[config.mk]
export PLATFORM = sky130hd
export DESIGN_NAME = stop_and_wait_arq
export DESIGN_NICKNAME = d
export VERILOG_FILES = /design/src/sawarq_pkg.sv /design/src/stop_and_wait_arq.sv
export SDC_FILE = /design/constraint.sdc
export NUM_CORES = 1
export LEC_CHECK = 0
export ABC_CLOCK_PERIOD_IN_PS = 7600
export BUFFER_PORTS_ARGS = -buffer_cell sky130_fd_sc_hd__buf_2
export CORE_ASPECT_RATIO = 1.25
export CORE_MARGIN = 1.5
export CORE_UTILIZATION = 40
export DETAILED_ROUTE_END_ITERATION = 12
export HOLD_SLACK_MARGIN = 0.08
export PLACE_DENSITY = 0.66
export SYNTH_ARGS = -nofsm -noshare
export SYNTH_HDL_FRONTEND = slang
export SYNTH_SLANG_ARGS = --single-unit
[constraint.sdc]
create_clock -name clk -period 7.6 [get_ports clk]
set_clock_uncertainty 0.2 [all_clocks]
set_input_delay 0.38 -clock clk [delete_from_list [all_inputs] [get_ports clk]]
set_output_delay 0.38 -clock clk [all_outputs]
set_load 0.05 [all_outputs]
[src/sawarq_pkg.sv]
// ----------------------------------------------------------------------------
// sawarq_pkg: shared codes for the stop-and-wait ARQ block
// Request operation codes, result kind codes and fixed field widths.
// ----------------------------------------------------------------------------
`default_nettype none

package sawarq_pkg;

  localparam int OP_W   = 3;
  localparam int KIND_W = 3;
  localparam int ATT_W  = 8;
  localparam int CFG_W  = 16;

  localparam logic [OP_W-1:0] OP_SUBMIT   = 3'd0;
  localparam logic [OP_W-1:0] OP_DATA_IN  = 3'd1;
  localparam logic [OP_W-1:0] OP_ACK_IN   = 3'd2;
  localparam logic [OP_W-1:0] OP_TICK     = 3'd3;
  localparam logic [OP_W-1:0] OP_DATA_WAKE = 3'd4;
  localparam logic [OP_W-1:0] OP_ACK_WAKE = 3'd5;
  localparam logic [OP_W-1:0] OP_QUERY    = 3'd6;

  localparam logic [KIND_W-1:0] KIND_DATA   = 3'd0;
  localparam logic [KIND_W-1:0] KIND_ACK    = 3'd1;
  localparam logic [KIND_W-1:0] KIND_UP     = 3'd2;
  localparam logic [KIND_W-1:0] KIND_READY  = 3'd3;
  localparam logic [KIND_W-1:0] KIND_ERROR  = 3'd4;
  localparam logic [KIND_W-1:0] KIND_STATUS = 3'd5;

  localparam logic [ATT_W-1:0] ATT_MAX   = 8'd255;
  localparam logic [CFG_W-1:0] RESEND_RST = 16'd1000;

endpackage

`default_nettype wire

[src/stop_and_wait_arq.sv]
// ----------------------------------------------------------------------------
// stop_and_wait_arq: sender and receiver ends of a stop-and-wait ARQ link
// One request per cycle updates the link state; results go to a small queue, and requests wait while it is nearly full.
// ----------------------------------------------------------------------------
// Usage:
//   in_*  : one request per beat. in_tuser carries the operation; in_tdata
//           carries seq_in, frame_handle, data_path_free, ack_path_free.
//   out_* : zero, one or two results per request. out_tuser is the kind,
//           out_tlast marks the final result of a request.
//   cfg_* : write resend_ticks (ticks before a resend) at any idle time.
// Output: each result is registered into the queue when its request is taken.
// Throughput: one request per cycle while each makes at most one result and
//   out_tready stays high; a two-result request writes both to the queue.
//   The state update is a single pass of compares and counters; the output
//   queue (4 entries) sets how far requests may run ahead of a stalled receiver.
// Reset: sequence numbers, timer, flags and queue clear; resend_ticks = 1000.
// Receiver stall: results wait in the queue; in_tready drops when fewer
//   than two entries are free.
// ----------------------------------------------------------------------------
`default_nettype none

module stop_and_wait_arq #(
  parameter int SEQ_BITS    = 8,
  parameter int HANDLE_BITS = 16,
  parameter int TIMER_BITS  = 16,
  localparam int IN_DATA_W  = ((SEQ_BITS + HANDLE_BITS + 2 + 7) / 8) * 8,
  localparam int OUT_DATA_W =
    ((SEQ_BITS + HANDLE_BITS + sawarq_pkg::ATT_W + 1 + 7) / 8) * 8
) (
  input  wire logic                          clk,
  input  wire logic                          rst_n,
  // configuration
  input  wire logic                          cfg_wr_en,
  input  wire logic [sawarq_pkg::CFG_W-1:0]  cfg_wr_data,
  // requests
  input  wire logic                          in_tvalid,
  output logic                               in_tready,
  // tdata, low to high: seq_in, frame_handle, data_path_free, ack_path_free
  input  wire logic [IN_DATA_W-1:0]          in_tdata,
  // tuser: operation
  input  wire logic [sawarq_pkg::OP_W-1:0]   in_tuser,
  // results
  output logic                               out_tvalid,
  input  wire logic                          out_tready,
  // tdata, low to high: seq_out, handle_out, attempt, accepting
  output logic [OUT_DATA_W-1:0]              out_tdata,
  // tuser: kind
  output logic [sawarq_pkg::KIND_W-1:0]      out_tuser,
  output logic                               out_tlast
);

  localparam int ENT_W      = sawarq_pkg::KIND_W + OUT_DATA_W + 1;
  localparam int QDEPTH     = 4;
  localparam int QPTR_W     = 2;

  typedef logic [SEQ_BITS-1:0]    seq_t;
  typedef logic [HANDLE_BITS-1:0] handle_t;
  typedef logic [TIMER_BITS-1:0]  timer_t;
  typedef logic [ENT_W-1:0]       entry_t;

  // link state
  logic [sawarq_pkg::CFG_W-1:0] resend_r;
  seq_t    next_send_r, next_send_nxt;
  seq_t    exp_recv_r, exp_recv_nxt;
  logic    outstanding_r, outstanding_nxt;
  handle_t held_handle_r, held_handle_nxt;
  seq_t    held_seq_r, held_seq_nxt;
  logic [sawarq_pkg::ATT_W-1:0] attempt_r, attempt_nxt;
  logic    send_def_r, send_def_nxt;
  logic    ack_def_r, ack_def_nxt;
  seq_t    def_ack_seq_r, def_ack_seq_nxt;
  timer_t  timer_r, timer_nxt;
  logic    timer_run_r, timer_run_nxt;

  // request fields
  seq_t    rq_seq;
  handle_t rq_handle;
  logic    rq_dfree, rq_afree;
  logic    in_fire;
  timer_t  timer_load;
  seq_t    exp_prev, send_prev;
  logic    fresh;

  // results of the current request
  logic [1:0] n_res;
  logic [sawarq_pkg::KIND_W-1:0] r_kind [2];
  seq_t    r_seq [2];
  handle_t r_handle [2];
  logic [sawarq_pkg::ATT_W-1:0] r_att [2];
  logic    accepting;
  entry_t  r_ent [2];

  // result queue
  entry_t q_r [QDEPTH];
  logic [QPTR_W-1:0] wr_ptr_r, rd_ptr_r;
  logic [QPTR_W:0]   cnt_r;
  logic              pop;

  assign rq_seq    = in_tdata[SEQ_BITS-1:0];
  assign rq_handle = in_tdata[SEQ_BITS +: HANDLE_BITS];
  assign rq_dfree  = in_tdata[SEQ_BITS + HANDLE_BITS];
  assign rq_afree  = in_tdata[SEQ_BITS + HANDLE_BITS + 1];
  assign in_fire   = in_tvalid && in_tready;

  generate
    if (TIMER_BITS >= sawarq_pkg::CFG_W) begin : g_tload_wide
      assign timer_load = timer_t'(resend_r);
    end else begin : g_tload_narrow
      assign timer_load = resend_r[TIMER_BITS-1:0];
    end
  endgenerate

  assign exp_prev  = exp_recv_r - seq_t'(1);
  assign send_prev = next_send_r - seq_t'(1);
  assign fresh     = (rq_seq == exp_recv_r);

  always_comb begin
    next_send_nxt   = next_send_r;
    exp_recv_nxt    = exp_recv_r;
    outstanding_nxt = outstanding_r;
    held_handle_nxt = held_handle_r;
    held_seq_nxt    = held_seq_r;
    attempt_nxt     = attempt_r;
    send_def_nxt    = send_def_r;
    ack_def_nxt     = ack_def_r;
    def_ack_seq_nxt = def_ack_seq_r;
    timer_nxt       = timer_r;
    timer_run_nxt   = timer_run_r;
    n_res           = 2'd0;
    for (int i = 0; i < 2; i++) begin
      r_kind[i]   = sawarq_pkg::KIND_ERROR;
      r_seq[i]    = '0;
      r_handle[i] = '0;
      r_att[i]    = '0;
    end

    unique case (in_tuser)
      sawarq_pkg::OP_SUBMIT: begin
        if (outstanding_r) begin
          n_res = 2'd1;
        end else begin
          outstanding_nxt = 1'b1;
          held_handle_nxt = rq_handle;
          held_seq_nxt    = next_send_r;
          attempt_nxt     = sawarq_pkg::ATT_W'(1);
          next_send_nxt   = next_send_r + seq_t'(1);
          if (rq_dfree) begin
            timer_nxt     = timer_load;
            timer_run_nxt = 1'b1;
            send_def_nxt  = 1'b0;
            n_res         = 2'd1;
            r_kind[0]     = sawarq_pkg::KIND_DATA;
            r_seq[0]      = next_send_r;
            r_handle[0]   = rq_handle;
            r_att[0]      = sawarq_pkg::ATT_W'(1);
          end else begin
            send_def_nxt = 1'b1;
          end
        end
      end
      sawarq_pkg::OP_DATA_IN: begin
        if (!fresh && rq_seq != exp_prev) begin
          n_res = 2'd1;
        end else begin
          // ack always carries the number expected after this frame
          if (fresh) exp_recv_nxt = exp_recv_r + seq_t'(1);
          if (rq_afree) begin
            ack_def_nxt = 1'b0;
            n_res       = 2'd1;
            r_kind[0]   = sawarq_pkg::KIND_ACK;
            r_seq[0]    = exp_recv_nxt;
            if (fresh) begin
              n_res       = 2'd2;
              r_kind[1]   = sawarq_pkg::KIND_UP;
              r_seq[1]    = rq_seq;
              r_handle[1] = rq_handle;
            end
          end else begin
            ack_def_nxt     = 1'b1;
            def_ack_seq_nxt = exp_recv_nxt;
            if (fresh) begin
              n_res       = 2'd1;
              r_kind[0]   = sawarq_pkg::KIND_UP;
              r_seq[0]    = rq_seq;
              r_handle[0] = rq_handle;
            end
          end
        end
      end
      sawarq_pkg::OP_ACK_IN: begin
        if (rq_seq != next_send_r && rq_seq != send_prev) begin
          n_res = 2'd1;
        end else if (rq_seq == next_send_r && outstanding_r) begin
          outstanding_nxt = 1'b0;
          send_def_nxt    = 1'b0;
          timer_run_nxt   = 1'b0;
          timer_nxt       = '0;
          n_res           = 2'd1;
          r_kind[0]       = sawarq_pkg::KIND_READY;
        end
      end
      sawarq_pkg::OP_TICK: begin
        if (timer_run_r) begin
          if (timer_r > timer_t'(1)) begin
            timer_nxt = timer_r - timer_t'(1);
          end else begin
            timer_nxt     = '0;
            timer_run_nxt = 1'b0;
            if (outstanding_r) begin
              if (attempt_r != sawarq_pkg::ATT_MAX) begin
                attempt_nxt = attempt_r + sawarq_pkg::ATT_W'(1);
              end
              if (rq_dfree) begin
                timer_nxt     = timer_load;
                timer_run_nxt = 1'b1;
                send_def_nxt  = 1'b0;
                n_res         = 2'd1;
                r_kind[0]     = sawarq_pkg::KIND_DATA;
                r_seq[0]      = held_seq_r;
                r_handle[0]   = held_handle_r;
                r_att[0]      = attempt_nxt;
              end else begin
                send_def_nxt = 1'b1;
              end
            end
          end
        end
      end
      sawarq_pkg::OP_DATA_WAKE: begin
        if (send_def_r && outstanding_r && rq_dfree) begin
          timer_nxt     = timer_load;
          timer_run_nxt = 1'b1;
          send_def_nxt  = 1'b0;
          n_res         = 2'd1;
          r_kind[0]     = sawarq_pkg::KIND_DATA;
          r_seq[0]      = held_seq_r;
          r_handle[0]   = held_handle_r;
          r_att[0]      = attempt_r;
        end else if (!outstanding_r && rq_dfree) begin
          n_res     = 2'd1;
          r_kind[0] = sawarq_pkg::KIND_READY;
        end
      end
      sawarq_pkg::OP_ACK_WAKE: begin
        if (ack_def_r && rq_afree) begin
          ack_def_nxt = 1'b0;
          n_res       = 2'd1;
          r_kind[0]   = sawarq_pkg::KIND_ACK;
          r_seq[0]    = def_ack_seq_r;
        end
      end
      sawarq_pkg::OP_QUERY: begin
        n_res     = 2'd1;
        r_kind[0] = sawarq_pkg::KIND_STATUS;
        r_att[0]  = attempt_r;
      end
      default: ;
    endcase

    accepting = !outstanding_nxt && rq_dfree;
    for (int i = 0; i < 2; i++) begin
      r_ent[i] = {r_kind[i],
                  OUT_DATA_W'({accepting, r_att[i], r_handle[i], r_seq[i]}),
                  (i == 0) ? (n_res == 2'd1) : 1'b1};
    end
  end

  always_ff @(posedge clk) begin
    if (!rst_n) begin
      resend_r      <= sawarq_pkg::RESEND_RST;
      next_send_r   <= '0;
      exp_recv_r    <= '0;
      outstanding_r <= 1'b0;
      attempt_r     <= '0;
      send_def_r    <= 1'b0;
      ack_def_r     <= 1'b0;
      timer_r       <= '0;
      timer_run_r   <= 1'b0;
    end else begin
      if (cfg_wr_en) resend_r <= cfg_wr_data;
      if (in_fire) begin
        next_send_r   <= next_send_nxt;
        exp_recv_r    <= exp_recv_nxt;
        outstanding_r <= outstanding_nxt;
        attempt_r     <= attempt_nxt;
        send_def_r    <= send_def_nxt;
        ack_def_r     <= ack_def_nxt;
        timer_r       <= timer_nxt;
        timer_run_r   <= timer_run_nxt;
      end
    end
  end

  // held frame and pending ack number are read only after being written
  always_ff @(posedge clk) begin
    if (in_fire) begin
      held_handle_r <= held_handle_nxt;
      held_seq_r    <= held_seq_nxt;
      def_ack_seq_r <= def_ack_seq_nxt;
    end
  end

  // result queue: up to two writes, one read per cycle
  assign in_tready  = (cnt_r <= (QPTR_W+1)'(QDEPTH - 2));
  assign out_tvalid = (cnt_r != '0);
  assign pop        = out_tvalid && out_tready;
  assign {out_tuser, out_tdata, out_tlast} = q_r[rd_ptr_r];

  always_ff @(posedge clk) begin
    if (in_fire) begin
      for (int i = 0; i < QDEPTH; i++) begin
        if (n_res != 2'd0 && wr_ptr_r == QPTR_W'(i)) q_r[i] <= r_ent[0];
        if (n_res == 2'd2 && wr_ptr_r + QPTR_W'(1) == QPTR_W'(i)) q_r[i] <= r_ent[1];
      end
    end
  end

  always_ff @(posedge clk) begin
    if (!rst_n) begin
      wr_ptr_r <= '0;
      rd_ptr_r <= '0;
      cnt_r    <= '0;
    end else begin
      if (in_fire) wr_ptr_r <= wr_ptr_r + QPTR_W'(n_res);
      if (pop) rd_ptr_r <= rd_ptr_r + QPTR_W'(1);
      cnt_r <= cnt_r + (in_fire ? (QPTR_W+1)'(n_res) : '0) - (QPTR_W+1)'(pop);
    end
  end

endmodule

`default_nettype wire

-- Yosys cells after proc, flatten, opt, wreduce, memory -nomap -nowiden
Memories as Yosys holds them, arrays and structs flattened. A register that Yosys moved wholly into a read port is not among the register bits.
Cells that the tools add are included.
- bits in registers: 99
- RAM bits: 148
- bits of input ports: 56
- memories kept: 1
- add/sub/neg operators: 11
- order comparisons: 2
- eq/ne operators: 30
- multiplexer cells: 144
- bitwise operators: 7
- reductions and logical operators: 39
- memories (memory ; words ; bits a word ; rd ports ; clocked after memory_dff ; wr ports ; line ; source):
    q_r ; 4 ; 37 ; 1 ; 1 ; 2 ; stop_and_wait_arq.sv:94 ; entry_t q_r [QDEPTH];
- operators with widths (cell ; count):
    $mux W16 ; 21
    $mux W37 ; 6
    $mux W8 ; 23
    $pmux W16 S4 ; 2
    $reduce_or A37 Y1 ; 2
    $mux W1 ; 59
    $mux W3 ; 14
    $pmux W8 S5 ; 1
    $mux W32 ; 1
    $pmux W8 S4 ; 1
    $add A8 B1 Y8 const B ; 3
    $ne A8 B8 Y1 ; 3
    $pmux W3 S7 ; 1
    $ne A2 B2 Y1 const B ; 10
    $logic_and A1 B1 Y1 ; 18
    $eq A8 B8 Y1 ; 2
    $gt A16 B1 Y1 const B ; 1
    $mux W2 ; 8
    $pmux W8 S2 ; 1
    $sub A16 B1 Y16 const B ; 1
    $sub A8 B1 Y8 const B ; 2
    $pmux W2 S7 ; 1
    $eq A2 B2 Y1 const B ; 5
    $eq A3 B3 Y1 const B ; 3
    26 further kinds ; 44

-- Logic depth before layout (Yosys ltp)
- depth after elaboration: 13
- mapped depth: 18

-- Worst setup path after synthesis
Ideal clock, no wire load.
- path kind: input -> register
- start point: input in_tdata[1]
- end point: memory q_r[1][0] (netlist bit), enable pin
- library setup time: 0.477 ns
- arrival: 4.823 ns
- required time: 6.923 ns
- path slack: 2.100 ns
- stages on the path: 10
- path through: clkbuf_1 -> xnor2_1 -> nand4_1 -> nor2_4 -> clkbuf_1 -> ha_1 -> a21oi_1 -> a21o_1 -> a21oi_1 -> nor3_1
- RTL lines (what ; line ; source):
    from (decl) ; stop_and_wait_arq.sv:39 ; input wire logic [IN_DATA_W-1:0] in_tdata,
    to (decl) ; stop_and_wait_arq.sv:94 ;

==> results by group <==
Synth
  • Sequential-to-total area share from yosys stat: 0.5191
  • Synth Area per Inst: 11.47 um^2
  • FFs w/ async S/R, synth: 0
  • Cell count after synthesis: 1123
  • Yosys synthesis warning count: 0
  • Main synth FF type: edfxtp_1
  • Number of flops mapped to enable cells by yosys: 170
  • Cell Area, Synth: 0.01288 mm^2
  • Unique masters post-synth: 84
  • Synth Register Bits: 249

Pwr
  • Leakage power: 5.287 nW
  • Total power: 3.713 mW
  • Pwr Density: 250.2 mW/mm^2
  • VDD IR max: 0.0002110 V

Status
  • Status: finished clean

Clock network
  • Post-CTS Setup Bufs: 0
  • Clk buf depth: 3
  • CTS tree: done
  • CTS sink count: 249
  • Root Driver: clkbuf_16
  • Clock transition at path regs: 0.06 ns
  • CTS H-tree depth: 1
  • Clock Latency Late Sink: 0.54 ns
  • Total CTS buffers: 27
  • Post-CTS resize count: 0
  • Post-CTS Hold Fix Bufs: 39

Timing
  • Hold WS: 0.1013 ns
  • Final Cycle Share: 0.5356
  • Setup TNS: 0 ns
  • Max-slew violations: 0
  • Post-route minimum period: 4.071 ns
  • Slew HR: 0.2164
  • RSZ-0062 raised after global routing: false
  • Final setup vio count: 0
  • Max Clk Rate: 245.7 MHz
  • Final Hold Fails: 0
  • Worst Tran Pin Value: 1.166 ns

Detailed routing
  • Post-DRT Antenna Nets: 0
  • Total number of vias: 9336
  • Detail-routed via count per cell: 5.675
  • Router iterations before antenna repair: 6
  • DRC viols: 0
  • Routed wire length: 31.10 mm
  • Starting DRC count in detailed routing: 858
  • Routed len/inst: 18.91 um

Flow run
  • MaxCap Viol Count: 0

Placement
  • Routability Congestion: 0.8237
  • Placed Cells: 1559
  • Buffers on Ports: 88
  • Dpl hpwl: 19.88 mm

Global routing
  • Vias in the first global route: 9219
  • Grt ovf: 0
  • First-pass GRT wire length: 49.60 mm
  • GRT Resource Usage Total: 0.1878
  • Largest net degree at the start of global routing: 65
  • Initial antenna violation count: 1

Final layout
  • Nets: 1287
  • Diodes inserted: 0
  • Most common cell after layout, fill and taps aside: edfxtp_1
  • Post-Layout Cell Count: 1645
  • Layout cells sized above 1: 0.1800
  • Layout area overhead: 15.21%
  • Most frequent cells in the layout: 170 x edfxtp_1, 97 x nor2_1, 88 x buf_2, 86 x nand2_1, 77 x dfxtp_1

Worst setup path
  • Crit end category: flop
  • Worst path cell trace: xnor2_2 > nand4_1 > nor2_4 > ha_1 > and2_1 > nand2_1 > nor3_4 > mux2i_1 > buf_4 > a22o_1
  • WS Path Type: flop to flop
  • CP arrival: 4.15 ns
  • Worst path max stage delay: 0.78 ns
  • WP data required: 7.68 ns
  • Crit-path max FO: 22
  • Cell family with most CP delay: simple AND/OR/NAND/NOR gates
  • Startpoint Class: flop
  • Slowest stage cell, crit path: nor3_4
  • CP startpoint: exp_recv_r[3]
  • Crit path buf inv count: 1
  • Reg2Reg Launch Point: exp_recv_r[3]

Hold path
  • Hold WC Path Type: input port to flop
  • Hold path start: rst_n

Floorplanning
  • Starting Density: 0.4052
  • Core area: 0.03179 mm^2
  • Row cnt: 73
  • IO Pins: 102
  • Die footprint: 0.03329 mm^2
  • Die H: 203.6 um
  • Chip width: 163.5 um
[where the power goes]
part	switching (mW)	leakage (nW)	internal, mW
combinational	0.613	2.61	0.299
clock	0.515	0.414	0.728
sequential	0.0481	2.27	1.51
total	1.18	5.29	2.54
[metal layers]
metal | GRT usage | part of all wire | up-vias
met5 | 0 | 0 | -
met1 | 0.2434 | 0.43 | 4565
met4 | 0.06721 | 0.030 | 0
li1 | - | - | 4441
met2 | 0.3214 | 0.49 | 274
met3 | 0.02339 | 0.053 | 56
[stage by stage]
stage	setup WS, ns	utilization	instance area (um^2)
after detailed placement	3.474	0.4284	13620
after global placement	3.496	0.4284	13620
final	3.529	0.4669	14840
after global routing	3.239	0.4669	14840
after floorplan	2.100	-	12900
after CTS	3.535	0.4669	14840
[cell usage after synthesis (9+ instances only)]
library cell    n  area (um^2)
a21oi_1        50        250.2
a22o_1         51        446.7
a22oi_1        10        75.07
a32o_1         19        190.2
and2_1         20        125.1
and3_1          9        56.30
buf_2          21        105.1
buf_4          12        90.09
clkbuf_1       44        165.2
dfxtp_1        79         1582
edfxtp_1      170         5105
ha_1           15        187.7
inv_1          27        101.4
mux2i_1        24        240.2
mux4_2         37        833.3
nand2_1        87        326.6
nand3_1        30        150.1
nand4_1         9        56.30
nor2_1         98        367.9
nor3_1         21        105.1
o21a_1         20        150.1
o21ai_0        38        190.2
o2bb2ai_1       9        78.83
or3_1           9        56.30
xnor2_1        29        254.0
xor2_1         28        245.2
[logic make-up (layout without fill, tap and decap cells)]
kind of cell             count (synthesis)  count (layout)  share of synthesized area
other                                    1               7                  0.0002912
AO/OA/AOI/OAI                          275             275                     0.1599
buffers and inverters                  115             219                    0.03934
XOR/XNOR                                60              60                    0.04255
multiplexers                            68              68                    0.08986
flip-flops                             249             249                     0.5191
adder cells (fa/ha/maj)                 16              16                    0.01613
AND/OR/NAND/NOR                        339             339                     0.1328
[worst paths after layout]
| path | end | slack, ns | depth (start not counted) |
|---|---|---|---|
| worst max-delay path | q_r[0][23] | 3.53 | 10 |
| worst min register to register | q_r[2][32] | 0.26 | 2 |
| worst max register to register | q_r[0][23] | 3.53 | 10 |
| worst min-delay path | attempt_r[0] | 0.10 | 3 |
[flip-flops by register name, indices dropped and copies added, names as in the netlist, named ones only]
signal,count
q_r,148
held_handle_r,16
resend_r,16
timer_r,16
attempt_r,8
def_ack_seq_r,8
exp_recv_r,8
held_seq_r,8
next_send_r,8
cnt_r,3
rd_ptr_r,2
wr_ptr_r,2
ack_def_r,1
outstanding_r,1
send_def_r,1
timer_run_r,1
[area by class of cell]
class	count	area, um^2
clock buffer	39	765.7
clock inverter	8	65.06
fill	2899	16950
inverter	30	115.1
multi-input combinational	765	5746
sequential	249	6689
tap	412	515.5
timing repair buffer	142	943.4
[worst register-to-register path, stage by stage (launching register included)]
cell and delay [ns]:
dfxtp_1 0.57, xnor2_2 0.20, nand4_1 0.22, nor2_4 0.50, ha_1 0.36, and2_1 0.23
nand2_1 0.11, nor3_4 0.78, mux2i_1 0.19, buf_4 0.26, a22o_1 0.21
Power figures use the tool's default switching activity.
